--- src/design/shp_pkg.sv ---
// Shared constants, codes and types of the 3x3 sharpen filter.
package shp_pkg;

  localparam int MAX_WIDTH_DEF    = 1024;
  localparam int MAX_CHANNELS_DEF = 4;

  localparam int SAMPLE_W     = 8;
  localparam int WIDTH_REG_W  = 11;
  localparam int HEIGHT_REG_W = 12;
  localparam int CHAN_REG_W   = 3;
  localparam int CFG_DATA_W   = 12;
  localparam int CFG_IDX_W    = 2;

  localparam int RESET_WIDTH    = 640;
  localparam int RESET_HEIGHT   = 480;
  localparam int RESET_CHANNELS = 3;
  localparam int MIN_WIDTH      = 3;
  localparam int MIN_HEIGHT     = 3;

  localparam int SHARPEN_GAIN = 5;
  localparam int ACC_W        = 12;
  localparam int OUTQ_DEPTH   = 4;

  typedef enum logic [CFG_IDX_W-1:0] {
    CFG_FRAME_WIDTH   = 2'd0,
    CFG_FRAME_HEIGHT  = 2'd1,
    CFG_CHANNEL_COUNT = 2'd2
  } cfg_idx_t;

  typedef enum logic {
    OP_SAMPLE = 1'b0,
    OP_DRAIN  = 1'b1
  } op_t;

  // Per-item decisions made at accept time, carried down the pipeline.
  typedef struct packed {
    logic shift;   // sample enters line stores and window
    logic emit;    // item produces one result beat
    logic border;  // result pixel lies on the image border
    logic last;    // result is the final one of the frame
  } shp_ctl_t;

  typedef struct packed {
    logic [SAMPLE_W-1:0] pixel;
    logic                last;
  } shp_beat_t;

endpackage

--- src/design/shp_outq.sv ---
// Result queue with slot reservation that paces the input side.
module shp_outq (
  input  logic                 clk,
  input  logic                 rst_n,
  input  logic                 reserve,
  input  logic                 rel,
  input  logic                 push,
  input  shp_pkg::shp_beat_t   push_beat,
  input  logic                 out_ready,
  output logic                 has_room,
  output logic                 out_valid,
  output shp_pkg::shp_beat_t   head
);
  import shp_pkg::*;

  localparam int PW = $clog2(OUTQ_DEPTH);
  localparam int RW = $clog2(OUTQ_DEPTH + 1);

  shp_beat_t       q_r [OUTQ_DEPTH];
  logic [PW-1:0]   wr_ptr_r, rd_ptr_r;
  logic [RW-1:0]   fill_r, rsv_r;
  logic            pop;

  assign out_valid = (fill_r != '0);
  assign pop       = out_valid && out_ready;
  assign has_room  = (rsv_r < RW'(OUTQ_DEPTH));
  assign head      = q_r[rd_ptr_r];

  always_ff @(posedge clk) begin
    if (push) begin
      q_r[wr_ptr_r] <= push_beat;
    end
  end

  always_ff @(posedge clk) begin
    if (!rst_n) begin
      wr_ptr_r <= '0;
      rd_ptr_r <= '0;
      fill_r   <= '0;
      rsv_r    <= '0;
    end else begin
      if (push) begin
        wr_ptr_r <= (wr_ptr_r == PW'(OUTQ_DEPTH - 1)) ? '0 : wr_ptr_r + 1'b1;
      end
      if (pop) begin
        rd_ptr_r <= (rd_ptr_r == PW'(OUTQ_DEPTH - 1)) ? '0 : rd_ptr_r + 1'b1;
      end
      fill_r <= fill_r + RW'(push) - RW'(pop);
      rsv_r  <= rsv_r + RW'(reserve) - RW'(rel) - RW'(pop);
    end
  end

  a_no_overflow: assert property (@(posedge clk) disable iff (!rst_n)
    push |-> fill_r < RW'(OUTQ_DEPTH))
    else $error("result pushed into a full queue");

  a_fill_reserved: assert property (@(posedge clk) disable iff (!rst_n) fill_r <= rsv_r)
    else $error("queued beats exceed reserved slots");

endmodule

--- config.mk ---
export PLATFORM = sky130hd
export DESIGN_NAME = shp_outq
export DESIGN_NICKNAME = d
export VERILOG_FILES = /design/src/design/shp_pkg.sv /design/src/design/shp_outq.sv
export SDC_FILE = /design/constraint.sdc
export NUM_CORES = 1
export LEC_CHECK = 0
export BUFFER_PORTS_ARGS = -buffer_cell sky130_fd_sc_hd__buf_2
export CORE_MARGIN = 2
export CORE_UTILIZATION = 45
export CTS_BUF_LIST = sky130_fd_sc_hd__clkbuf_8
export DETAILED_ROUTE_END_ITERATION = 10
export MAX_ROUTING_LAYER = met4
export PLACE_DENSITY = 0.63
export SYNTH_ARGS = -nofsm -noshare
export SYNTH_HDL_FRONTEND = slang
export SYNTH_SLANG_ARGS = --single-unit
--- constraint.sdc ---
create_clock -name clk -period 4.6 [get_ports clk]
set_clock_uncertainty 0.15 [all_clocks]
set_input_delay 0.92 -clock clk [delete_from_list [all_inputs] [get_ports clk]]
set_output_delay 0.92 -clock clk [all_outputs]
set_load 0.01 [all_outputs]
==> results.cfg <==
[grt]
grtUsageMet2 = 0.2233
overflow = 0
top_usage_layer = met2
grt_pass1_vias = 1031
antenna_found_initial = 0
met3_usage = 0.04906
track_usage = 0.1399
grt_max_degree = 16
grtUsageMet1 = 0.1678
grt_pass1_wl_um = 4912

[route]
drtAntennaViolNets = 0
wl_um = 2861
drt-initial-drc-count = 47
num_vias = 931
drc = 0
detail_route.wl_per_cell_um = 15.06
drtPass1Iterations = 4
avgViaCountPerCell = 4.900

[clock_tree]
clockRootBuffer = clkbuf_8
postCtsSetupRepairBufs = 0
clk_pin_slew_ns = 0.08
hold_buffers = 0
cts_made_buffers = 5
cts_resized = 0
insertion_delay_ns = 0.29
htreeDepth = 2
cts.path.max_buffers = 2
cts_tree = built
clkSinkCount = 48

[place]
dp_hpwl_um = 2030
place_congestion = 0.6836
dp.cells = 182
port_buffers = 25

[layout]
drive_above_1_share = 0.3286
final_cell_count_no_fill = 190
final_nets = 166
syn_to_final_growth_pct = 14.49
n_antenna_cell = 0

[sta]
maxSlewHeadroom = 0.5814
final_max_slew_viol_count = 0
tns_ns = 0
worst_pin_slew_ns = 0.6271
rsz0062_at_grt = no
finalHoldViolations = 0
setup_viol = 0
max_freq_ghz = 0.3528
min_period_over_period = 0.6162
period_needed_ns = 2.834

[logic_synthesis]
synth_area_leaders = edfxtp_1, dfxtp_1, mux4_2
synth_seq_area_share = 0.6769
ys_seq_elements = 48
yosys_warnings = 0
synthDistinctLibCells = 20
yosysTopAreaCellShare = 0.5538
synth_nets = 136
avgSynthCellArea_sq_um = 17.91
postSynthCellCount = 109
syn_area_sq_um = 1952
yosysTopAreaCell = edfxtp_1

[flow_run]
cap_violations = 0

[power]
p_per_area_nw_per_um2 = 501.9
ir_worst_vdd_mv = 0.2681
p_leak_nw = 0.8630

[floorplanning]
die_y_um = 69.86
start_util = 0.4776
fp.dieW_um = 69.86
die_area_sq_um = 4880
coreArea_sq_um = 4086
rows = 23
pin_count = 26

[min_path]
hold_path.class = flop to flop

[run_status]
status = finished, final reports clean

[worst_setup_path]
crit_required_ns = 3.53
critical_path_class = flop to output pin
crit_fanout = 9
end_kind = output pin
startpoint_type = flop
arrival_ns = 1.76
## cell type report
class	count	area [sq um]
Fill cell	336	1852
Sequential cell	48	1321
Multi-Input combinational cell	46	565.5
Timing Repair Buffer	25	125.1
Clock buffer	5	68.82
Tap cell	50	62.56
Inverter	13	48.80
Clock inverter	3	42.54
## cells by family (layout without fill, tap and decap cells)
kind of cell    Yosys count  after routing  share of synthesized area
buf+inv                  15             46                    0.03333
flops                    48             48                     0.6769
compound gates            2              2                   0.007050
fa+ha+maj                12             12                    0.08462
simple gates             18             18                    0.05513
xor+xnor                  2              2                    0.02372
mux                      12             12                     0.1192
## cell usage in the layout, fill, tap and decap left out, types with 2 or more instances in the layout
| master | instances |
|---|---|
| and2_1 | 4 |
| buf_2 | 25 |
| mux2i_1 | 3 |
| ha_1 | 10 |
| dfxtp_1 | 12 |
| mux4_2 | 9 |
| fa_1 | 2 |
| edfxtp_1 | 36 |
| nand2_1 | 3 |
| nor2_1 | 3 |
| and2_2 | 4 |
| clkbuf_8 | 5 |
| or3b_1 | 2 |
| inv_1 | 13 |
## per-stage QoR
step / hold WS, ns / total power (W) / util / cell area (sq um) / setup slack (ns)
floorplan: 0.3108 / 0.0007662 / - / 1952 / 2.102
global placement: 0.3377 / 0.0008287 / 0.5196 / 2123 / 1.953
detailed placement: 0.3449 / 0.0008460 / 0.5196 / 2123 / 1.846
CTS: 0.3569 / 0.001141 / 0.5468 / 2235 / 1.688
global route: 0.4033 / 0.001199 / 0.5468 / 2235 / 1.634
finish: 0.3512 / 0.001122 / 0.5468 / 2235 / 1.766
## where the power goes
part	leakage, nW	switching (W)	internal [W]	total, W
sequential	0.430	0.0000430	0.000514	0.000557
combinational	0.379	0.000109	0.000160	0.000269
clock	0.0541	0.000134	0.000161	0.000295
## worst max-delay path, stage by stage (launching register included)
cell     delay [ns]
dfxtp_1        0.73
mux4_2         0.59
buf_2          0.15
## path summary, 6_finish.rpt
path	startpoint	end	slack [ns]	cells after the start
max reg2reg	fill_r[1]$_SDFF_PN0_	rsv_r[1]$_SDFF_PN0_	2.48	8
max	flop	head[1]	1.77	2
min reg2reg	rd_ptr_r[1]$_SDFFE_PN0P_	rd_ptr_r[1]$_SDFFE_PN0P_	0.35	2
min	rd_ptr_r[1]$_SDFFE_PN0P_	rd_ptr_r[1]$_SDFFE_PN0P_	0.35	2
## state kept, by name, indices dropped and copies added (netlist names), named ones only
name      cells
fill_r        3
q_r          36
rsv_r         3
wr_ptr_r      2
rd_ptr_r      2
## synthesized netlist by cell type
| cell | count |
|---|---|
| and2_1 | 4 |
| mux4_2 | 9 |
| and2_2 | 4 |
| or3b_1 | 2 |
| o31a_1 | 1 |
| fa_1 | 2 |
| inv_1 | 13 |
| clkbuf_2 | 1 |
| nand2_1 | 3 |
| nand2b_1 | 1 |
| a21oi_1 | 1 |
| xnor3_1 | 1 |
| xor3_1 | 1 |
| dfxtp_1 | 12 |
| or3_1 | 1 |
| ha_1 | 10 |
| buf_6 | 1 |
| nor2_1 | 3 |
| mux2i_1 | 3 |
| edfxtp_1 | 36 |
## layer usage
| layer | vias to the layer above | share of wire | wire [um] |
|---|---|---|---|
| met5 | - | 0 | 0 |
| met4 | 0 | 0.015 | 42 |
| met3 | 4 | 0.046 | 131 |
| met2 | 19 | 0.51 | 1458 |
| met1 | 453 | 0.43 | 1229 |
| li1 | 455 | - | - |
Power figures use the tool's default switching activity.
