File: config.mk
export PLATFORM = sky130hd
export DESIGN_NAME = shp_window
export DESIGN_NICKNAME = d
export VERILOG_FILES = /design/src/design/shp_pkg.sv /design/src/design/shp_window.sv
export SDC_FILE = /design/constraint.sdc
export NUM_CORES = 1
export LEC_CHECK = 0
export BUFFER_PORTS_ARGS = -buffer_cell sky130_fd_sc_hd__buf_2
export CAP_MARGIN = 40
export CELL_PAD_IN_SITES_DETAIL_PLACEMENT = 2
export CELL_PAD_IN_SITES_GLOBAL_PLACEMENT = 2
export CORE_UTILIZATION = 47
export CTS_CLUSTER_DIAMETER = 40
export DETAILED_ROUTE_END_ITERATION = 10
export PLACE_DENSITY = 0.91
export SLEW_MARGIN = 0
export SYNTH_ARGS = -nofsm -noshare
export SYNTH_HDL_FRONTEND = slang
export SYNTH_SLANG_ARGS = --single-unit
File: constraint.sdc
create_clock -name clk -period 11.3 [get_ports clk]
set_input_delay 2.26 -clock clk [delete_from_list [all_inputs] [get_ports clk]]
set_output_delay 2.26 -clock clk [all_outputs]
set_load 0.02 [all_outputs]
File: src/design/shp_pkg.sv
// Shared constants, codes and types of the 3x3 sharpen filter.
package shp_pkg;

  localparam int MAX_WIDTH_DEF    = 1024;
  localparam int MAX_CHANNELS_DEF = 4;

  localparam int SAMPLE_W     = 8;
  localparam int WIDTH_REG_W  = 11;
  localparam int HEIGHT_REG_W = 12;
  localparam int CHAN_REG_W   = 3;
  localparam int CFG_DATA_W   = 12;
  localparam int CFG_IDX_W    = 2;

  localparam int RESET_WIDTH    = 640;
  localparam int RESET_HEIGHT   = 480;
  localparam int RESET_CHANNELS = 3;
  localparam int MIN_WIDTH      = 3;
  localparam int MIN_HEIGHT     = 3;

  localparam int SHARPEN_GAIN = 5;
  localparam int ACC_W        = 12;
  localparam int OUTQ_DEPTH   = 4;

  typedef enum logic [CFG_IDX_W-1:0] {
    CFG_FRAME_WIDTH   = 2'd0,
    CFG_FRAME_HEIGHT  = 2'd1,
    CFG_CHANNEL_COUNT = 2'd2
  } cfg_idx_t;

  typedef enum logic {
    OP_SAMPLE = 1'b0,
    OP_DRAIN  = 1'b1
  } op_t;

  // Per-item decisions made at accept time, carried down the pipeline.
  typedef struct packed {
    logic shift;   // sample enters line stores and window
    logic emit;    // item produces one result beat
    logic border;  // result pixel lies on the image border
    logic last;    // result is the final one of the frame
  } shp_ctl_t;

  typedef struct packed {
    logic [SAMPLE_W-1:0] pixel;
    logic                last;
  } shp_beat_t;

endpackage

File: src/design/shp_window.sv
// Neighbour window shift lines and the saturating sharpen kernel.
module shp_window #(
  parameter int MAX_CHANNELS = shp_pkg::MAX_CHANNELS_DEF,
  localparam int CW = $clog2(MAX_CHANNELS + 1)
) (
  input  logic                         clk,
  input  logic                         shift,
  input  logic [shp_pkg::SAMPLE_W-1:0] up_in,
  input  logic [shp_pkg::SAMPLE_W-1:0] mid_in,
  input  logic [shp_pkg::SAMPLE_W-1:0] low_in,
  input  logic [CW-1:0]                chan,
  input  logic                         border,
  output logic [shp_pkg::SAMPLE_W-1:0] pixel
);
  import shp_pkg::*;

  localparam int MID_LEN = 2 * MAX_CHANNELS + 1;
  localparam int MI_W    = $clog2(MID_LEN);

  // Upper and lower rows only feed the centre column, so they stop there.
  logic [SAMPLE_W-1:0] up_r  [MAX_CHANNELS+1];
  logic [SAMPLE_W-1:0] mid_r [MID_LEN];
  logic [SAMPLE_W-1:0] low_r [MAX_CHANNELS+1];

  logic [SAMPLE_W-1:0] centre, left_s, right_s, above, below;
  logic [ACC_W-1:0]    acc;

  always_ff @(posedge clk) begin
    if (shift) begin
      up_r[0]  <= up_in;
      mid_r[0] <= mid_in;
      low_r[0] <= low_in;
      for (int i = 1; i <= MAX_CHANNELS; i++) begin
        up_r[i]  <= up_r[i-1];
        low_r[i] <= low_r[i-1];
      end
      for (int i = 1; i < MID_LEN; i++) begin
        mid_r[i] <= mid_r[i-1];
      end
    end
  end

  always_comb begin
    centre  = mid_r[MI_W'(chan)];
    left_s  = mid_r[MI_W'({chan, 1'b0})];
    right_s = mid_r[0];
    above   = up_r[chan];
    below   = low_r[chan];
    acc = ACC_W'(SHARPEN_GAIN) * ACC_W'(centre) - ACC_W'(left_s) - ACC_W'(right_s)
          - ACC_W'(above) - ACC_W'(below);
    // Clamp to 0..255: top bit is the sign of the two's complement sum.
    if (border || acc[ACC_W-1]) begin
      pixel = '0;
    end else if (acc[ACC_W-2:SAMPLE_W] != '0) begin
      pixel = '1;
    end else begin
      pixel = acc[SAMPLE_W-1:0];
    end
  end

endmodule

==> results of run 1 <==
[through the flow]
step           utilization [%]  instance area (sq um)  hold WS [ps]  power (mW)
2_1_floorplan                -                   7350           421        1.44
3_3_place_gp              50.9                   7770           425        1.61
3_5_place_dp              51.0                   7790           436        1.69
4_1_cts                   55.0                   8390           461        2.30
5_1_grt                   55.0                   8390           470        2.42
6_report                  55.0                   8390           461        2.28
[cell type report]
cell class / instances / area (sq um) / share of cell area, %
multi-input cells: 181 / 2510 / 29.9
repair buffers: 42 / 254 / 3.03
clock inverters: 15 / 175 / 2.09
inverters: 53 / 199 / 2.37
well taps: 211 / 264 / 3.15
clock buffers: 17 / 425 / 5.07
flip-flops and latches: 152 / 4560 / 54.4
[cells by family after synthesis]
family / count (synthesis) / synth area share [%]
DFF: 152 / 62.1
muxes: 72 / 16.9
buffers and inverters: 69 / 3.80
adders and majority gates: 53 / 12.1
AOI/OAI and AO/OA: 35 / 3.32
and+or+nand+nor: 15 / 1.07
xor gates and xnor gates: 6 / 0.715
[flip-flops by register name, summed over array words and instances (netlist names)]
register and flops:
low_r 40, mid_r 72, up_r 40
[cell usage after synthesis (all sizes together), types with 2 or more instances]
library cell and instances:
a211oi 2, a21o 4, a21oi 15, buf 12, clkbuf 4, edfxtp 152
fa 30, ha 23, inv 53, mux2 17, mux2i 15, mux4 40
nand2 3, nand2b 2, nor2 3, o21a 2, o21ai 3, or3 2
xnor2 2, xor2 4
[power breakdown]
group / leakage, nW / switching [mW] / internal, mW
sequential: 1.49 / 0.0277 / 0.664
combinational: 1.43 / 0.592 / 0.405
clock: 0.284 / 0.240 / 0.348
total: 3.20 / 0.859 / 1.42
[how the worst min path moves through the flow]
stage | start | to | cells past startpoint
final | mid_r[5][2] | mid_r[6][2] | 0
after global routing | mid_r[1][6] | mid_r[2][6] | 0
after CTS | mid_r[5][5] | mid_r[6][5] | 0
after detailed placement | mid_r[5][0] | mid_r[6][0] | 0
after global placement | mid_r[1][5] | mid_r[2][5] | 0
after floorplan | low_r[2][0] | low_r[3][0] | 0
[layer usage]
metal / part of all wire, % / GRT usage (%)
met4: 1.4 / 7.14
met5: 0 / 0
met1: 43 / 33.4
met3: 4.5 / 5.23
met2: 51 / 41.2
==> flow_summary.ini, run 1 <==
[logic_synthesis]
synth_seq_area_share_pct = 62.1
syn_area_sq_um = 7350
synthesis.instances = 402
yosysUniqueCellTypes = 40
synth_top_area_share_pct = 62.1
avgSynthCellArea_sq_um = 18.3
async_reset_ff_share_pct = 0
synth.area.top_cells = edfxtp_1 (62%), mux4_2 (12%), fa_1 (8.2%)
ys_warn_count = 0
yosysTopAreaCell = edfxtp_1
syn_nets = 485
synth-seq-cells = 152
synth_ff_type = edfxtp_1
synth_edf_count = 152

[detailed_routing]
viasPerCell = 5.73
post_drt_wl_per_cell_um = 27.2
drt_iter0_drc = 250
drt-total-wl_um = 18200
drc = 0
drt-pass1-iter-count = 4
num_vias = 3846
ant_nets = 0

[floorplan]
core_area_sq_um = 15300
ios = 38
placementRows = 45
die_x_um = 127
start_util_pct = 48.2
die_h_um = 127
dieArea_sq_um = 16100

[clocking]
ctsResizeCount = 0
worstSkewPairLatency_ps = 430
cts_hold_buf = 0
post_cts.repair.setup_buffers = 0
clock-sinks = 152
cts_tree = done
cts_buffer_depth = 2
h-tree-depth = 4
root_buffer = clkbuf_16
numCtsBuffers = 17
path_clk_slew_ps = 70

[grt]
grtUsageTotal_pct = 24.8
grt_max_degree = 62
grt_pass1_wl_um = 27600
grt_pass1_vias = 4182
antenna_found_initial = 0
grt_overflow = 0

[critical_path]
critPathCaptureType = output port
worst_setup_path_start_kind = primary input
cp.depth = 19
crit_arrival_ps = 7950
ff2ff_setup_slack_ps = 10470
rr_endpoint = mid_r[1][0]
crit_type = in2out
crit_chain = buf_2, buf_12, mux4_2, mux2_2, fa_1, inv_1, fa_1, fa_1, inv_1, fa_1, inv_1, ha_1, nand2_1, o31ai_1, nand4_1, a32o_1, a21oi_4, a21oi_1, buf_2
timing.rr.start = mid_r[0][0]
cp_top_family = adder cells
startpoint = chan[0]
max_stage_delay_ps = 580
required_ps = 9040
crit_top_cell = fa_1
crit_end = pixel[0]
crit_buf_inv = 6
reg2regPathDepth = 0
cp_slowest_cell = mux4_2
path_max_fanout = 30

[placement]
place.detailed.hpwl_um = 11600
pre_cts_slack_ps = 1130
gp_congestion = 0.741
place_inst = 639
io_buffer_count = 37

[run_status]
status = finished clean

[power]
p_leak_nw = 3.20
power.density_nw_per_um2 = 271
peakVddDrop_v = 0.000157

[timing]
finClkSkew_ps = 9.32
rsz0062_at_grt = false
hold_viol_final = 0
fin_crit_sh_pct = 90.3
worst_pin_slew_ps = 789
drv_slew = 0
relSlewSlack_pct = 47.4
worst_slack_ps = 1090
finalSetupViolations = 0
period_minus_slack_ps = 10210
max_freq_ghz = 0.0980
tns_ps = 0

[run]
drv_cap = 0

[finish]
antenna_cells = 0
fill_cells = 1291
final_common_cell = edfxtp_1
stdcell_count = 671
area_growth_pct = 14.1
nets = 530
layout_common_cells = edfxtp_1 (152), inv_1 (53), mux4_2 (40), buf_2 (36), fa_1 (30)
drive_gt1_share_pct = 28.5

[hold_path]
worstHoldPathType = reg2reg
(Power assumes the default switching activity.)
==> inputs of run 2 (changes only) <==
- SLEW_MARGIN: 0 -> 20
- clock period: 11.3 -> 11.2 ns (I/O delays scaled with it)
==> flow_summary.ini, run 2 (same netlist as run 1, synthesis figures left out) <==
[run_status]
status = finished clean

[critical_path]
worst_setup_path_start_kind = primary input
crit_end = pixel[0]
timing.rr.start = mid_r[0][2]
reg2regPathDepth = 0
crit_arrival_ps = 7930
crit_type = in2out
path_max_fanout = 14
ff2ff_setup_slack_ps = 10390
rr_endpoint = mid_r[1][2]
startpoint = chan[0]
required_ps = 8960
critPathCaptureType = output port

[clocking]
ctsResizeCount = 0
post_cts.repair.setup_buffers = 0
cts_tree = done
cts_hold_buf = 0
clock-sinks = 152
h-tree-depth = 4
root_buffer = clkbuf_16
numCtsBuffers = 17
path_clk_slew_ps = 60
worstSkewPairLatency_ps = 430
cts_buffer_depth = 2

[detailed_routing]
viasPerCell = 5.70
drc = 0
drt-total-wl_um = 17900
ant_nets = 0
post_drt_wl_per_cell_um = 26.6
drt_iter0_drc = 270
num_vias = 3840
drt-pass1-iter-count = 4

[finish]
regArea_sq_um = 4560
area_growth_pct = 13.9
top_register = mid_r
reg.largest.list = mid_r (72), low_r (40), up_r (40)
fill_cells = 1311
layout_common_cells = edfxtp_1 (152), inv_1 (53), mux4_2 (40), buf_2 (36), fa_1 (30)
final_common_cell = edfxtp_1
final_area_sq_um = 8370
stdcell_count = 674
largest_register_ffs = 72
antenna_cells = 0
drive_gt1_share_pct = 29.6
multi_input_area_sq_um = 2510
nets = 533
fin_util_pct = 54.9

[grt]
grt_overflow = 0
grtUsageTotal_pct = 24.5
grt_max_degree = 67
grt_pass1_vias = 4331
antenna_found_initial = 0
grt_pass1_wl_um = 27600

[placement]
io_buffer_count = 37
place_inst = 642
dpl_cell_area_sq_um = 7800
gp_congestion = 0.781
place.detailed.hpwl_um = 12000
pre_cts_slack_ps = 981

[floorplan]
ios = 38
core_area_sq_um = 15300
die_x_um = 127
placementRows = 45
start_util_pct = 48.2
dieArea_sq_um = 16100
die_h_um = 127

[timing]
max_freq_ghz = 0.0983
rsz0062_at_grt = false
relSlewSlack_pct = 49.5
tns_ps = 0
worst_slack_ps = 1030
finalSetupViolations = 0
finClkSkew_ps = 9.35
hold_viol_final = 0
worst_pin_slew_ps = 758
hold_slack_ps = 453
drv_slew = 0
fin_crit_sh_pct = 90.8
period_minus_slack_ps = 10170

[power]
seqPwrFrac_pct = 31.0
p_comb_share_pct = 44.1
p_sw_uw = 866
peakVddDrop_v = 0.000158
power.density_nw_per_um2 = 269
p_sw_share_pct = 38.4
p_leak_nw = 3.20
power_frac_clock_pct = 24.9
p_total_mw = 2.25
internal_power_mw = 1.39

[hold_path]
worstHoldPathType = reg2reg
hold_depth = 0

[run]
drv_cap = 0
[run 2: layer usage]
| layer | vias to the layer above | track usage, % | wire (um) |
|---|---|---|---|
| met4 | 0 | 9.24 | 353 |
| met2 | 98 | 39.9 | 9150 |
| met1 | 2081 | 33.7 | 7930 |
| met5 | - | 0 | 0 |
| met3 | 24 | 3.69 | 496 |
| li1 | 1637 | - | - |
[run 2: worst min-delay path by stage]
stage	startpoint	to	slack [ps]
after floorplan	low_r[2][0]	low_r[3][0]	420
after CTS	mid_r[7][1]	mid_r[8][1]	450
after global placement	mid_r[1][3]	mid_r[2][3]	420
after global routing	up_r[1][1]	up_r[2][1]	470
final	mid_r[1][1]	mid_r[2][1]	450
after detailed placement	mid_r[1][5]	mid_r[2][5]	440
[run 2: layout make-up]
| class | instances | area share (%) |
|---|---|---|
| clock buffer | 17 | 5.08 |
| clock inverter | 15 | 1.70 |
| inverter | 53 | 2.38 |
| multi-input combinational | 181 | 29.9 |
| sequential | 152 | 54.5 |
| tap | 211 | 3.15 |
| timing repair buffer | 45 | 3.24 |
[run 2: power groups by stage]
stage / combinational, mW / clock, mW / sequential, mW
floorplan: 0.762 / 0 / 0.691
global placement: 0.928 / 0 / 0.698
detailed placement: 0.989 / 0 / 0.707
CTS: 1.01 / 0.568 / 0.698
global route: 1.11 / 0.583 / 0.701
finish: 0.995 / 0.561 / 0.698
[run 2: critical path, stage by stage]
cell	delay, ps
buf_2	280
buf_4	370
buf_4	310
mux4_2	540
mux2i_1	270
fa_1	500
inv_1	120
fa_1	450
inv_1	100
fa_1	420
inv_1	80
fa_1	420
inv_1	70
ha_1	310
a21o_1	250
or3_1	370
a32o_1	300
a21oi_4	220
a21oi_1	110
buf_2	170
==> inputs of run 3 (changes only) <==
- PLACE_DENSITY: 0.91 -> 0.89
==> flow_summary.ini, run 3 (same netlist as run 1, synthesis figures left out) <==
[run_status]
status = finished clean

[timing]
finClkSkew_ps = 12.3
drv_slew = 0
period_minus_slack_ps = 10400
relSlewSlack_pct = 48.4
rsz0062_at_grt = false
max_freq_ghz = 0.0961
worst_slack_ps = 797
finalSetupViolations = 0
worst_pin_slew_ps = 775
fin_crit_sh_pct = 92.9
hold_viol_final = 0
tns_ps = 0

[critical_path]
worst_setup_path_start_kind = primary input
crit_arrival_ps = 8160
path_max_fanout = 19
crit_type = in2out
reg2regPathDepth = 0
required_ps = 8960
critPathCaptureType = output port

[clocking]
worstSkewPairLatency_ps = 440
ctsResizeCount = 0
cts_tree = done
post_cts.repair.setup_buffers = 0
cts_buffer_depth = 2
h-tree-depth = 4
numCtsBuffers = 17
root_buffer = clkbuf_16
cts_hold_buf = 0
path_clk_slew_ps = 60
clock-sinks = 152

[detailed_routing]
met3_length_um = 926
drt-total-wl_um = 18300
num_vias = 3836
wl_met2_um = 9480
post_drt_wl_per_cell_um = 27.1
drc = 0
highest_layer = met4
ant_nets = 0
wl_met1_um = 7510
drt_iter0_drc = 339
drt-pass1-iter-count = 4
viasPerCell = 5.70

[finish]
final_common_cell = edfxtp_1
largest_register_ffs = 72
fin_util_pct = 55.1
reg.largest.list = mid_r (72), low_r (40), up_r (40)
nets = 532
top_register = mid_r
fill_cells = 1300
drive_gt1_share_pct = 29.0
layout_common_cells = edfxtp_1 (152), inv_1 (53), mux4_2 (40), buf_2 (36), fa_1 (30)
antenna_cells = 0
area_growth_pct = 14.5

[floorplan]
core_area_sq_um = 15300
die_x_um = 127
ios = 38
die_h_um = 127
start_util_pct = 48.2
placementRows = 45
dieArea_sq_um = 16100

[placement]
gp_congestion = 0.776
pre_cts_slack_ps = 917
place.detailed.hpwl_um = 11400
io_buffer_count = 37

[grt]
grt_pass1_vias = 4331
grtUsageTotal_pct = 24.6
grt_max_degree = 86
antenna_found_initial = 0
grt_pass1_wl_um = 27700
grt_overflow = 0

[hold_path]
hold_depth = 0
worstHoldPathType = reg2reg

[power]
p_leak_nw = 3.22
peakVddDrop_v = 0.000132
power.density_nw_per_um2 = 278

[run]
drv_cap = 0
run 3: cell types whose count changed in the layout (fill, tap and decap cells not counted), sizes merged:
| cell | previous run | this run |
|---|---|---|
| clkinvlp | 4 | 0 |
| bufinv | 1 | 2 |
| clkinv | 4 | 6 |
| buf | 45 | 44 |
| inv | 59 | 60 |
run 3: critical path, stage by stage:
cell,delay (ps)
buf_2,550
buf_4,290
mux4_2,550
mux2i_1,300
inv_1,130
ha_1,350
fa_1,530
fa_1,540
inv_1,70
fa_1,520
inv_1,70
ha_1,380
nand2_1,120
o31ai_1,490
nand4_1,170
a32o_1,300
a21oi_4,220
a21oi_1,120
buf_2,180
run 3: report_power, final:
part           total, mW  internal, mW  switching (mW)
clock              0.586         0.334           0.252
combinational       1.06         0.419           0.641
sequential         0.696         0.669          0.0269
run 3: worst paths after layout:
path               startpoint           to  slack, ps
setup / recovery      chan[0]     pixel[5]        800
hold reg to reg    up_r[2][1]   up_r[3][1]        460
hold / removal     up_r[2][1]   up_r[3][1]        460
setup reg to reg  mid_r[0][5]  mid_r[1][5]      10370
run 3: area by class of cell:
class	instances	area, sq um	area share (%)
flip-flops and latches	152	4560	54.3
clock buffers	17	425	5.06
inverters	53	199	2.36
repair buffers	44	289	3.44
well taps	211	264	3.14
multi-input cells	181	2510	29.8
clock inverters	15	165	1.96
run 3: per-layer routing:
metal	track usage, %	vias to the layer above
met1	32.7	2059
met5	0	-
met4	10.9	0
met3	4.98	27
li1	-	1633
met2	39.9	117
run 3: per-stage QoR:
step	hold slack [ps]	instances	total power [mW]	cell area, sq um
4_1_cts	447	671	2.35	8370
2_1_floorplan	421	402	1.45	7350
3_3_place_gp	423	639	1.63	7770
5_1_grt	473	673	2.48	8410
3_5_place_dp	437	639	1.72	7770
6_report	456	673	2.34	8410
