==> config.mk <==
export PLATFORM = sky130hd
export DESIGN_NAME = shp_seq
export DESIGN_NICKNAME = d
export VERILOG_FILES = /design/src/design/shp_pkg.sv /design/src/design/shp_seq.sv
export SDC_FILE = /design/constraint.sdc
export NUM_CORES = 1
export LEC_CHECK = 0
export ABC_AREA = 1
export CAP_MARGIN = 20
export CORE_MARGIN = 4
export CORE_UTILIZATION = 40
export CTS_CLUSTER_DIAMETER = 60
export DETAILED_ROUTE_END_ITERATION = 7
export DONT_BUFFER_PORTS = 1
export PLACE_DENSITY_LB_ADDON = 0.2
export RECOVER_POWER = 50
export SLEW_MARGIN = 25
export SYNTH_ARGS = -nofsm -noshare
export SYNTH_HDL_FRONTEND = slang
export SYNTH_SLANG_ARGS = --single-unit
==> constraint.sdc <==
create_clock -name clk -period 5.2 [get_ports clk]
set_input_delay 1.04 -clock clk [delete_from_list [all_inputs] [get_ports clk]]
set_output_delay 1.04 -clock clk [all_outputs]
set_load 0.1 [all_outputs]
==> src/design/shp_pkg.sv <==
// Shared constants, codes and types of the 3x3 sharpen filter.
package shp_pkg;

  localparam int MAX_WIDTH_DEF    = 1024;
  localparam int MAX_CHANNELS_DEF = 4;

  localparam int SAMPLE_W     = 8;
  localparam int WIDTH_REG_W  = 11;
  localparam int HEIGHT_REG_W = 12;
  localparam int CHAN_REG_W   = 3;
  localparam int CFG_DATA_W   = 12;
  localparam int CFG_IDX_W    = 2;

  localparam int RESET_WIDTH    = 640;
  localparam int RESET_HEIGHT   = 480;
  localparam int RESET_CHANNELS = 3;
  localparam int MIN_WIDTH      = 3;
  localparam int MIN_HEIGHT     = 3;

  localparam int SHARPEN_GAIN = 5;
  localparam int ACC_W        = 12;
  localparam int OUTQ_DEPTH   = 4;

  typedef enum logic [CFG_IDX_W-1:0] {
    CFG_FRAME_WIDTH   = 2'd0,
    CFG_FRAME_HEIGHT  = 2'd1,
    CFG_CHANNEL_COUNT = 2'd2
  } cfg_idx_t;

  typedef enum logic {
    OP_SAMPLE = 1'b0,
    OP_DRAIN  = 1'b1
  } op_t;

  // Per-item decisions made at accept time, carried down the pipeline.
  typedef struct packed {
    logic shift;   // sample enters line stores and window
    logic emit;    // item produces one result beat
    logic border;  // result pixel lies on the image border
    logic last;    // result is the final one of the frame
  } shp_ctl_t;

  typedef struct packed {
    logic [SAMPLE_W-1:0] pixel;
    logic                last;
  } shp_beat_t;

endpackage

==> src/design/shp_seq.sv <==
// Configuration registers and raster position sequencer of the sharpen filter.
module shp_seq #(
  parameter int MAX_WIDTH    = shp_pkg::MAX_WIDTH_DEF,
  parameter int MAX_CHANNELS = shp_pkg::MAX_CHANNELS_DEF,
  localparam int ADDR_W = $clog2(MAX_WIDTH * MAX_CHANNELS),
  localparam int CW     = $clog2(MAX_CHANNELS + 1)
) (
  input  logic                            clk,
  input  logic                            rst_n,
  input  logic                            cfg_we,
  input  logic [shp_pkg::CFG_IDX_W-1:0]   cfg_index,
  input  logic [shp_pkg::CFG_DATA_W-1:0]  cfg_data,
  input  logic                            item_acc,
  input  logic                            item_op,
  output shp_pkg::shp_ctl_t               ctl,
  output logic [ADDR_W-1:0]               rd_addr,
  output logic [CW-1:0]                   chan
);
  import shp_pkg::*;

  localparam int WW    = $clog2(MAX_WIDTH + 1);
  localparam int COL_W = $clog2(MAX_WIDTH);
  localparam int RL_W  = $clog2(MAX_WIDTH * MAX_CHANNELS + 1);
  localparam int DW    = $clog2((MAX_WIDTH + 1) * MAX_CHANNELS + 1);

  logic [WIDTH_REG_W-1:0]  width_r;
  logic [HEIGHT_REG_W-1:0] height_r;
  logic [CHAN_REG_W-1:0]   chan_r;

  logic [ADDR_W-1:0]       in_k_r, in_k_nxt;
  logic [HEIGHT_REG_W-1:0] in_row_r, in_row_nxt;
  logic                    in_done_r, in_done_nxt;
  logic [DW-1:0]           diff_r, diff_nxt;
  logic [CW-1:0]           oc_ch_r, oc_ch_nxt;
  logic [COL_W-1:0]        oc_col_r, oc_col_nxt;
  logic [HEIGHT_REG_W-1:0] oc_row_r, oc_row_nxt;

  logic [WW-1:0]           w_eff;
  logic [HEIGHT_REG_W-1:0] h_eff;
  logic [CW-1:0]           c_eff;
  logic [RL_W-1:0]         row_len;
  logic [DW-1:0]           lag;
  logic                    take, emit, cfg_hit;
  logic                    k_wrap, in_row_last;
  logic                    ch_wrap, col_wrap, row_last_out, frame_end, border;

  // Clamp the registers to their usable ranges.
  always_comb begin
    if (width_r < WIDTH_REG_W'(MIN_WIDTH)) begin
      w_eff = WW'(MIN_WIDTH);
    end else if (32'(width_r) > MAX_WIDTH) begin
      w_eff = WW'(MAX_WIDTH);
    end else begin
      w_eff = WW'(width_r);
    end
    if (height_r < HEIGHT_REG_W'(MIN_HEIGHT)) begin
      h_eff = HEIGHT_REG_W'(MIN_HEIGHT);
    end else begin
      h_eff = height_r;
    end
    if (chan_r == '0) begin
      c_eff = CW'(1);
    end else if (32'(chan_r) > MAX_CHANNELS) begin
      c_eff = CW'(MAX_CHANNELS);
    end else begin
      c_eff = CW'(chan_r);
    end
  end

  assign row_len = RL_W'(w_eff) * RL_W'(c_eff);
  assign lag     = DW'(row_len) + DW'(c_eff);

  assign k_wrap       = (RL_W'(in_k_r) == row_len - RL_W'(1));
  assign in_row_last  = (in_row_r == h_eff - 1'b1);
  assign ch_wrap      = (oc_ch_r == c_eff - 1'b1);
  assign col_wrap     = (WW'(oc_col_r) == w_eff - 1'b1);
  assign row_last_out = (oc_row_r == h_eff - 1'b1);
  assign frame_end    = ch_wrap && col_wrap && row_last_out;
  assign border       = (oc_row_r == '0) || row_last_out || (oc_col_r == '0) || col_wrap;

  assign cfg_hit = cfg_we && (cfg_index == CFG_FRAME_WIDTH || cfg_index == CFG_FRAME_HEIGHT
                              || cfg_index == CFG_CHANNEL_COUNT);

  always_comb begin
    // A sample past the end of the frame input acts as a drain.
    take = (op_t'(item_op) == OP_SAMPLE) && !in_done_r;
    emit = take ? (diff_r >= lag) : in_done_r;

    in_k_nxt    = in_k_r;
    in_row_nxt  = in_row_r;
    in_done_nxt = in_done_r;
    diff_nxt    = diff_r;
    oc_ch_nxt   = oc_ch_r;
    oc_col_nxt  = oc_col_r;
    oc_row_nxt  = oc_row_r;

    if (take) begin
      if (k_wrap) begin
        in_k_nxt = '0;
        if (in_row_last) begin
          in_done_nxt = 1'b1;
        end else begin
          in_row_nxt = in_row_r + 1'b1;
        end
      end else begin
        in_k_nxt = in_k_r + 1'b1;
      end
    end

    if (take && !emit) begin
      diff_nxt = diff_r + 1'b1;
    end else if (!take && emit) begin
      diff_nxt = diff_r - 1'b1;
    end

    if (emit) begin
      if (frame_end) begin
        // Final result: restart both sides of the frame.
        in_k_nxt    = '0;
        in_row_nxt  = '0;
        in_done_nxt = 1'b0;
        diff_nxt    = '0;
        oc_ch_nxt   = '0;
        oc_col_nxt  = '0;
        oc_row_nxt  = '0;
      end else if (ch_wrap) begin
        oc_ch_nxt = '0;
        if (col_wrap) begin
          oc_col_nxt = '0;
          oc_row_nxt = oc_row_r + 1'b1;
        end else begin
          oc_col_nxt = oc_col_r + 1'b1;
        end
      end else begin
        oc_ch_nxt = oc_ch_r + 1'b1;
      end
    end
  end

  always_ff @(posedge clk) begin
    if (!rst_n) begin
      width_r   <= WIDTH_REG_W'(RESET_WIDTH);
      height_r  <= HEIGHT_REG_W'(RESET_HEIGHT);
      chan_r    <= CHAN_REG_W'(RESET_CHANNELS);
      in_k_r    <= '0;
      in_row_r  <= '0;
      in_done_r <= 1'b0;
      diff_r    <= '0;
      oc_ch_r   <= '0;
      oc_col_r  <= '0;
      oc_row_r  <= '0;
    end else if (cfg_hit) begin
      unique case (cfg_index)
        CFG_FRAME_WIDTH:   width_r  <= cfg_data[WIDTH_REG_W-1:0];
        CFG_FRAME_HEIGHT:  height_r <= cfg_data[HEIGHT_REG_W-1:0];
        CFG_CHANNEL_COUNT: chan_r   <= cfg_data[CHAN_REG_W-1:0];
        default: ;
      endcase
      in_k_r    <= '0;
      in_row_r  <= '0;
      in_done_r <= 1'b0;
      diff_r    <= '0;
      oc_ch_r   <= '0;
      oc_col_r  <= '0;
      oc_row_r  <= '0;
    end else if (item_acc) begin
      in_k_r    <= in_k_nxt;
      in_row_r  <= in_row_nxt;
      in_done_r <= in_done_nxt;
      diff_r    <= diff_nxt;
      oc_ch_r   <= oc_ch_nxt;
      oc_col_r  <= oc_col_nxt;
      oc_row_r  <= oc_row_nxt;
    end
  end

  assign ctl     = '{shift: take, emit: emit, border: border, last: frame_end};
  assign rd_addr = in_k_r;
  assign chan    = c_eff;

  a_lag_bound: assert property (@(posedge clk) disable iff (!rst_n) diff_r <= lag)
    else $error("input leads output by more than one row plus one pixel");

  a_done_row: assert property (@(posedge clk) disable iff (!rst_n)
    in_done_r |-> (in_k_r == '0 && in_row_last))
    else $error("frame input marked complete away from the frame end");

endmodule

==> qor.yml, run 1 <==
cts_tree: "done"
wl_um: 24100
vias_per_cell: 5.08
synth-seq-area-share_pct: 21.7
cellPowerDensity_nw_per_um2: 217
synth_async_sr_flop_share_pct: 0
start_util_pct: 40.5
setup_violations: 34
ir_worst_vdd_mv: 0.183
htreeDepth: 3
final_cells: 1718
fin_util_pct: 49.6
antenna_cells: 0
period_share_pct: 112
setup_tns_ns: -3.57
use_met1_pct: 27.4
die_y_um: 151
dp_cells: 1690
end_kind: "primary output"
whs_ns: 0.479
crit_slowest_cell: "fa_1"
hpwl_um: 19200
p_int_mw: 1.34
clockPowerShare_pct: 31.3
cp-start-kind: "flip-flop"
syn_avg_cell_area_um2: 6.14
total_power_mw: 2.17
synth_warnings: 0
cp.arrival_ns: 4.80
dr.pass1.iters: 5
place_ws_ns: -0.321
leakage_nw: 4.64
io_pins: 38
port_buffers: 0
clock-sinks: 89
seq_power_share_pct: 32.7
insertion_delay_ns: 0.37
place_congestion: 0.943
place_area_um2: 9370
synth_flop_cell: "dfxtp_1"
antenna_left: 0
drt_iter0_drc: 432
tightest_slew_ns: 1.52
top_usage_layer: "met2"
crit_top_cell: "nand2_2"
violations: "capacitance limit, slew limit, setup timing"
grt_max_degree: 28
fin_ws_ns: -0.641
clk_pin_slew_ns: 0.08
min_path_type: "reg -> reg"
p_sw_mw: 0.831
cts_made_buffers: 9
relSlewSlack_pct: -1.34
synth-seq-cells: 89
rsz0062_at_grt: "yes"
max_freq_mhz: 171
critPathBufInv: 6
critPathMaxStageDelay_ns: 0.45
mostFrequentLayoutCell: "nand2_1"
area_delta_synth_final_pct: 22.3
period_minus_slack_ns: 5.84
status: "finished, violations left"
vias: 8725
drive_gt1_share_pct: 16.8
layout.nets: 1513
grt_overflow_total: 0
coreArea_um2: 20200
finalMaxSlewViolations: 12
max_cap_viol_count: 4
synthCells: 1336
wire_per_inst_um: 14.1
synth_area_um2: 8200
critPathRequiredTime_ns: 4.16
grt.total_usage_pct: 21.5
setup.worst_path.class: "reg -> out"
dieArea_um2: 22900
p_comb_share_pct: 36.0
finalInstanceArea_um2: 10000
clockBufferDepth: 2
synth_nets: 1406
root_buffer: "clkbuf_16"
crit_path_max_fanout: 3
grt_pass1_wl_um: 39700
worst_clock_skew_ns: 0.0164
synth-edff-count: 0
swShare_pct: 38.2
ys_types: 47
fp-row-count: 52
met2_usage_pct: 37.1
drc: 0
layout_common_cells: "nand2_1, inv_1, nor2_1, nand3_1, buf_4"
die_x_um: 151
critPathTopFamily: "simple AND/OR/NAND/NOR gates"
grt_pass1_vias: 8202
grt_util_met3_pct: 3.89
antenna_found_initial: 0
hold_viol_final: 0
## timing repair
| action | in CTS | in global routing |
|---|---|---|
| setup endpoints to repair | 44 | 64 |
| hold buffers | 0 | 0 |
| pin swaps | 10 | 28 |
| buffers inserted | 4 | 9 |
| endpoints found under the hold margin | 0 | 0 |
| cloned | 0 | 1 |
| gates resized for setup | 18 | 48 |
## cells by family after synthesis
| family | count (synthesis) | synth area share [%] |
|---|---|---|
| AOI/OAI and AO/OA | 151 | 10.4 |
| xor gates and xnor gates | 67 | 7.32 |
| adders and majority gates | 51 | 8.79 |
| buffers and inverters | 221 | 10.6 |
| DFF | 89 | 21.7 |
| and+or+nand+nor | 757 | 41.2 |
## tightest hold or removal path, stage by stage (launching register included)
cell     delay, ns
dfxtp_1       0.31
nand2_1       0.06
a21oi_1       0.06
## registers in the layout (all words and copies together) (netlist names)
| signal | cells |
|---|---|
| chan_r | 3 |
| diff_r | 13 |
| height_r | 12 |
| in_done_r | 1 |
| in_row_r | 12 |
| oc_ch_r | 3 |
| oc_col_r | 10 |
| oc_row_r | 12 |
| rd_addr | 12 |
| width_r | 11 |
## worst paths after layout
path / from / endpoint / slack (ns) / cells after the start
hold reg to reg: oc_row_r[10] / oc_row_r[10] / 0.48 / 2
setup reg to reg: width_r[0] / oc_col_r[6] / -0.14 / 37
hold / removal: oc_row_r[10] / oc_row_r[10] / 0.48 / 2
setup / recovery: width_r[0] / ctl[2] / -0.64 / 31
## power groups by stage
stage	sequential, mW	clock (mW)	combinational [mW]
after floorplan	0.727	0	0.500
after global placement	0.727	0	0.728
after detailed placement	0.727	0	0.736
after CTS	0.711	0.697	0.752
after global routing	0.713	0.725	0.876
final	0.711	0.681	0.783
## area by class of cell
type / count / area, um^2
clock buffers: 9 / 225
multi-input cells: 1026 / 5860
well taps: 270 / 338
inverters: 196 / 741
repair buffers: 121 / 996
clock inverters: 7 / 81.3
fillers: 2086 / 10200
flip-flops and latches: 89 / 1790
## layer usage
| metal | share of wire, % | up-vias | wire length [um] |
|---|---|---|---|
| met5 | 0 | - | 0 |
| met4 | 1.9 | 0 | 466 |
| met3 | 4.2 | 34 | 1020 |
| met2 | 48 | 171 | 11600 |
| met1 | 46 | 3982 | 11100 |
| li1 | - | 4538 | - |
## synthesized netlist by cell type, types with 2 or more instances
| cell type | count | area share [%] |
|---|---|---|
| nand4_1 | 39 | 3.0 |
| buf_6 | 2 | 0.27 |
| nand3_1 | 139 | 8.5 |
| and3_1 | 2 | 0.15 |
| nor2_2 | 9 | 0.69 |
| buf_2 | 3 | 0.18 |
| o21ai_0 | 53 | 3.2 |
| clkbuf_1 | 15 | 0.69 |
| nor4_1 | 5 | 0.38 |
| buf_4 | 5 | 0.46 |
| clkinv_1 | 2 | 0.092 |
| nor3b_1 | 3 | 0.27 |
| o21bai_1 | 2 | 0.18 |
| nand3_2 | 5 | 0.61 |
| o21ai_1 | 3 | 0.18 |
| nor2_1 | 179 | 8.2 |
| nor2_4 | 3 | 0.41 |
| o31ai_1 | 5 | 0.46 |
| inv_1 | 185 | 8.5 |
| nand3b_1 | 7 | 0.64 |
| xnor2_1 | 7 | 0.75 |
| nand2_1 | 315 | 14 |
| dfxtp_1 | 89 | 22 |
| nand4_2 | 3 | 0.46 |
| o211ai_1 | 9 | 0.82 |
| nor3_1 | 27 | 1.6 |
| or2_2 | 6 | 0.46 |
| xor2_1 | 59 | 6.3 |
| fa_1 | 11 | 2.7 |
| a21oi_1 | 67 | 4.1 |
| nand2_4 | 2 | 0.27 |
| inv_2 | 9 | 0.41 |
| nor3_2 | 3 | 0.37 |
| nand2_2 | 8 | 0.61 |
| o21ai_4 | 2 | 0.40 |
| ha_1 | 40 | 6.1 |
| a31oi_1 | 3 | 0.23 |
(Power assumes the default switching activity.)
==> run 2: changes to the inputs <==
--- a/config.mk
+++ b/config.mk
@@ -7,6 +7,7 @@
 export LEC_CHECK = 0
 export ABC_AREA = 1
 export CAP_MARGIN = 20
+export CORE_ASPECT_RATIO = 1.75
 export CORE_MARGIN = 4
 export CORE_UTILIZATION = 40
 export CTS_CLUSTER_DIAMETER = 60
==> qor.yml, run 2 (synthesis gave the netlist of run 1 again) <==
status: "finished, violations left"
violations: "capacitance limit, slew limit, setup timing"
end_kind: "primary output"
crit_path_max_fanout: 3
insertion_delay_ns: 0.35
area_delta_synth_final_pct: 27.6
vias_per_cell: 5.19
period_share_pct: 109
max_cap_viol_count: 2
clk_pin_slew_ns: 0.07
root_buffer: "clkbuf_16"
io_pins: 38
htreeDepth: 3
leakage_nw: 4.84
grt.total_usage_pct: 22.5
critPathBufInv: 6
port_buffers: 0
hold_viol_final: 0
min_path_type: "reg -> reg"
cp-start-kind: "flip-flop"
hpwl_um: 20800
multiInputGateArea_um2: 6120
fp-row-count: 69
antenna_cells: 0
ff_latch_area_um2: 1790
coreArea_um2: 20300
critPathRequiredTime_ns: 4.16
relSlewSlack_pct: -3.48
fin_ws_ns: -0.458
wl_um: 25700
grt_pass1_wl_um: 41100
dieArea_um2: 23000
mostFrequentLayoutCell: "nand2_1"
finalMaxSlewViolations: 12
crit_slowest_cell: "fa_1"
die_x_um: 116
clockBufferDepth: 2
grt_max_degree: 28
antenna_found_initial: 0
cp.arrival_ns: 4.62
cts_made_buffers: 9
worst_clock_skew_ns: 0.00676
wire_per_inst_um: 14.9
antenna_left: 0
die_y_um: 197
cts.hold.buffers_added: 0
vias: 8944
crit_top_cell: "nand2_2"
layout_common_cells: "nand2_1, inv_1, nor2_1, nand3_1, buf_4"
grt_pass1_vias: 8776
dr.pass1.iters: 5
max_freq_mhz: 177
fillCellCount: 2054
setup_violations: 64
cellPowerDensity_nw_per_um2: 207
largest_reg_flops: 13
whs_ns: 0.472
start_util_pct: 40.4
grt_overflow_total: 0
rsz0062_at_grt: "yes"
critPathTopFamily: "simple AND/OR/NAND/NOR gates"
drt_iter0_drc: 319
place_congestion: 0.972
largest-register: "diff_r"
final_cells: 1723
dp_cells: 1683
tightest_slew_ns: 1.55
clock-sinks: 89
drc: 0
period_minus_slack_ns: 5.66
cts_tree: "done"
setup.worst_path.class: "reg -> out"
layout.nets: 1540
critPathMaxStageDelay_ns: 0.43
ir_worst_vdd_mv: 0.174
drive_gt1_share_pct: 22.2
[run 2: cell count changes in the layout (fill, tap and decap cells not counted), sizes merged]
cell	before	now
buf	112	141
clkbuf	18	19
clkinvlp	0	1
inv	198	194
[run 2: path summary, 6_finish.rpt]
check                    start            to  slack (ns)  depth (start not counted)
setup / recovery    width_r[0]        ctl[2]       -0.46                         31
hold / removal    oc_row_r[10]  oc_row_r[10]        0.47                          2
setup reg to reg    width_r[0]   oc_col_r[6]       -0.45                         43
hold reg to reg   oc_row_r[10]  oc_row_r[10]        0.47                          2
[run 2: repair_timing]
action,CTS,global route
endpoints found under the hold margin,0,0
setup buffers,5,20
resized for setup,38,117
pin swaps,21,32
cloned,0,1
endpoints found under the setup margin,43,64
[run 2: final cells by class]
| class | count | share of cell area (%) |
|---|---|---|
| repair buffers | 148 | 11.7 |
| well taps | 248 | 2.96 |
| clock inverters | 4 | 0.287 |
| flip-flops and latches | 89 | 17.1 |
| inverters | 196 | 7.20 |
| clock buffers | 12 | 2.26 |
| multi-input cells | 1026 | 58.5 |
[run 2: where the power goes]
| part | leakage [nW] | internal (mW) | switching (mW) |
|---|---|---|---|
| clock | 0.127 | 0.326 | 0.284 |
| sequential | 0.724 | 0.697 | 0.0160 |
| combinational | 3.99 | 0.336 | 0.509 |
| total | 4.84 | 1.36 | 0.808 |
[run 2: metal layers]
| layer | global-route usage (%) | share of wire [%] |
|---|---|---|
| met2 | 42.5 | 55 |
| met4 | 12.9 | 5.7 |
| met5 | 0 | 0 |
| met1 | 22.9 | 37 |
| met3 | 2.94 | 3.1 |
[run 2: worst min-delay path, stage by stage (launching register included)]
cell and delay [ns]:
dfxtp_1 0.32, nand2_1 0.06, a21oi_1 0.05
[run 2: per-stage QoR]
stage | util [%] | setup TNS [ns] | power (mW) | setup WS [ns] | cell area [um^2]
finish | 51.6 | -19.25 | 2.17 | -0.458 | 10500
global route | 51.6 | -41.04 | 2.32 | -0.808 | 10500
CTS | 48.8 | -0.487 | 2.14 | -0.481 | 9900
detailed placement | 46.6 | -4.23 | 1.49 | -0.312 | 9450
global placement | 46.5 | -0.863 | 1.48 | -0.199 | 9440
floorplan | - | -0.373 | 1.23 | -0.260 | 8310
==> run 3: changes to the inputs <==
--- a/config.mk
+++ b/config.mk
@@ -7,7 +7,7 @@
 export LEC_CHECK = 0
 export ABC_AREA = 1
 export CAP_MARGIN = 20
-export CORE_ASPECT_RATIO = 1.75
+export CORE_ASPECT_RATIO = 1.1
 export CORE_MARGIN = 4
 export CORE_UTILIZATION = 40
 export CTS_CLUSTER_DIAMETER = 60
==> qor.yml, run 3 (synthesis gave the netlist of run 1 again) <==
status: "finished, violations left"
violations: "capacitance limit, slew limit, setup timing"
coreArea_um2: 20000
leakage_nw: 4.79
cp-start-kind: "flip-flop"
clk_pin_slew_ns: 0.07
clockBufferDepth: 2
area_delta_synth_final_pct: 27.5
dieArea_um2: 22900
hpwl_um: 19200
dr.pass1.iters: 5
port_buffers: 0
max_cap_viol_count: 2
insertion_delay_ns: 0.36
cellPowerDensity_nw_per_um2: 218
die_y_um: 158
hold_viol_final: 0
fillCellCount: 2035
setup_violations: 42
place_ws_ns: -0.235
drt_iter0_drc: 550
ir_worst_vdd_mv: 0.177
finalMaxSlewViolations: 7
grt_overflow_total: 0
whs_ns: 0.464
wl_um: 24800
grt_pass1_vias: 7893
grt_pass1_wl_um: 38600
crit_top_cell: "nand2_1"
place_congestion: 0.921
min_path_type: "reg -> reg"
largest_reg_flops: 13
setup.worst_path.class: "reg -> out"
fp-row-count: 54
drive_gt1_share_pct: 22.5
largest-register: "diff_r"
end_kind: "primary output"
grt_max_degree: 28
relSlewSlack_pct: -1.49
antenna_cells: 0
max_freq_mhz: 178
drc: 0
fin_ws_ns: -0.422
tightest_slew_ns: 1.52
antenna_found_initial: 0
mostFrequentLayoutCell: "nand2_1"
crit_slowest_cell: "fa_1"
rsz0062_at_grt: "yes"
die_x_um: 145
cts_tree: "done"
period_minus_slack_ns: 5.62
vias: 8761
io_pins: 38
critPathRequiredTime_ns: 4.16
layout_common_cells: "nand2_1, inv_1, nor2_1, nand3_1, buf_4"
place_area_um2: 9410
root_buffer: "clkbuf_16"
antenna_left: 0
clock-sinks: 89
start_util_pct: 41.0
layout.nets: 1524
finalInstanceArea_um2: 10500
crit_path_max_fanout: 4
worst_clock_skew_ns: 0.0145
grt.total_usage_pct: 21.1
cp.arrival_ns: 4.58
critPathMaxStageDelay_ns: 0.47
period_share_pct: 108
wire_per_inst_um: 14.5
cts_made_buffers: 9
htreeDepth: 3
vias_per_cell: 5.12
## run 3: cell count changes in the layout (fill, tap and decap cells not counted), sizes merged
cell      previous run  this run
clkinv               5         2
buf                141       122
inv                194       195
bufinv               0         2
clkinvlp             1         3
## run 3: critical path, delay by kind of cell, from the launching register on
kind / cells / cell delay (ns)
AO/OA/AOI/OAI: 4 / 0.47
XOR/XNOR: 1 / 0.15
buffers and inverters: 7 / 0.65
adder cells (fa/ha/maj): 3 / 0.99
AND/OR/NAND/NOR: 16 / 1.62
flip-flops: 1 / 0.32
## run 3: final timing paths
path | start | end | slack, ns | depth (start not counted)
setup / recovery | width_r[0] | ctl[2] | -0.42 | 31
hold / removal | oc_row_r[10] | oc_row_r[10] | 0.46 | 2
setup reg to reg | width_r[0] | oc_row_r[7] | -0.30 | 41
hold reg to reg | oc_row_r[10] | oc_row_r[10] | 0.46 | 2
## run 3: cell type report
type	instances	area (um^2)	area share (%)
well taps	252	315	3.01
clock buffers	9	225	2.15
multi-input cells	1026	6180	59.1
repair buffers	132	1110	10.7
clock inverters	6	91.3	0.873
inverters	196	741	7.08
flip-flops and latches	89	1790	17.1
## run 3: through the flow
step	power, mW	TNS (ns)	util [%]	instances
after CTS	2.23	-0.441	49.3	1697
after detailed placement	1.47	-2.86	47.1	1680
after floorplan	1.23	-0.373	-	1336
final	2.28	-8.40	52.3	1710
after global routing	2.42	-27.53	52.3	1710
after global placement	1.47	-0.633	47.0	1680
## run 3: repair_timing
item,in CTS,in global routing
gates cloned,0,2
hold buffers,0,0
pin swaps,13,37
setup buffers,2,12
setup endpoints to repair,42,64
resized for setup,26,138
## run 3: power breakdown
group          internal (mW)  total (mW)  switching (mW)  leakage (nW)
Combinational          0.334       0.839           0.505          3.92
Clock                  0.421       0.732           0.311         0.144
Sequential             0.696       0.711          0.0150         0.723
## run 3: metal layers
layer	track usage [%]	vias up	routed length [um]
met5	0	-	0
met4	5.20	0	453
met3	2.75	30	886
met2	36.7	159	12200
met1	27.6	4007	11300
li1	-	4565	-
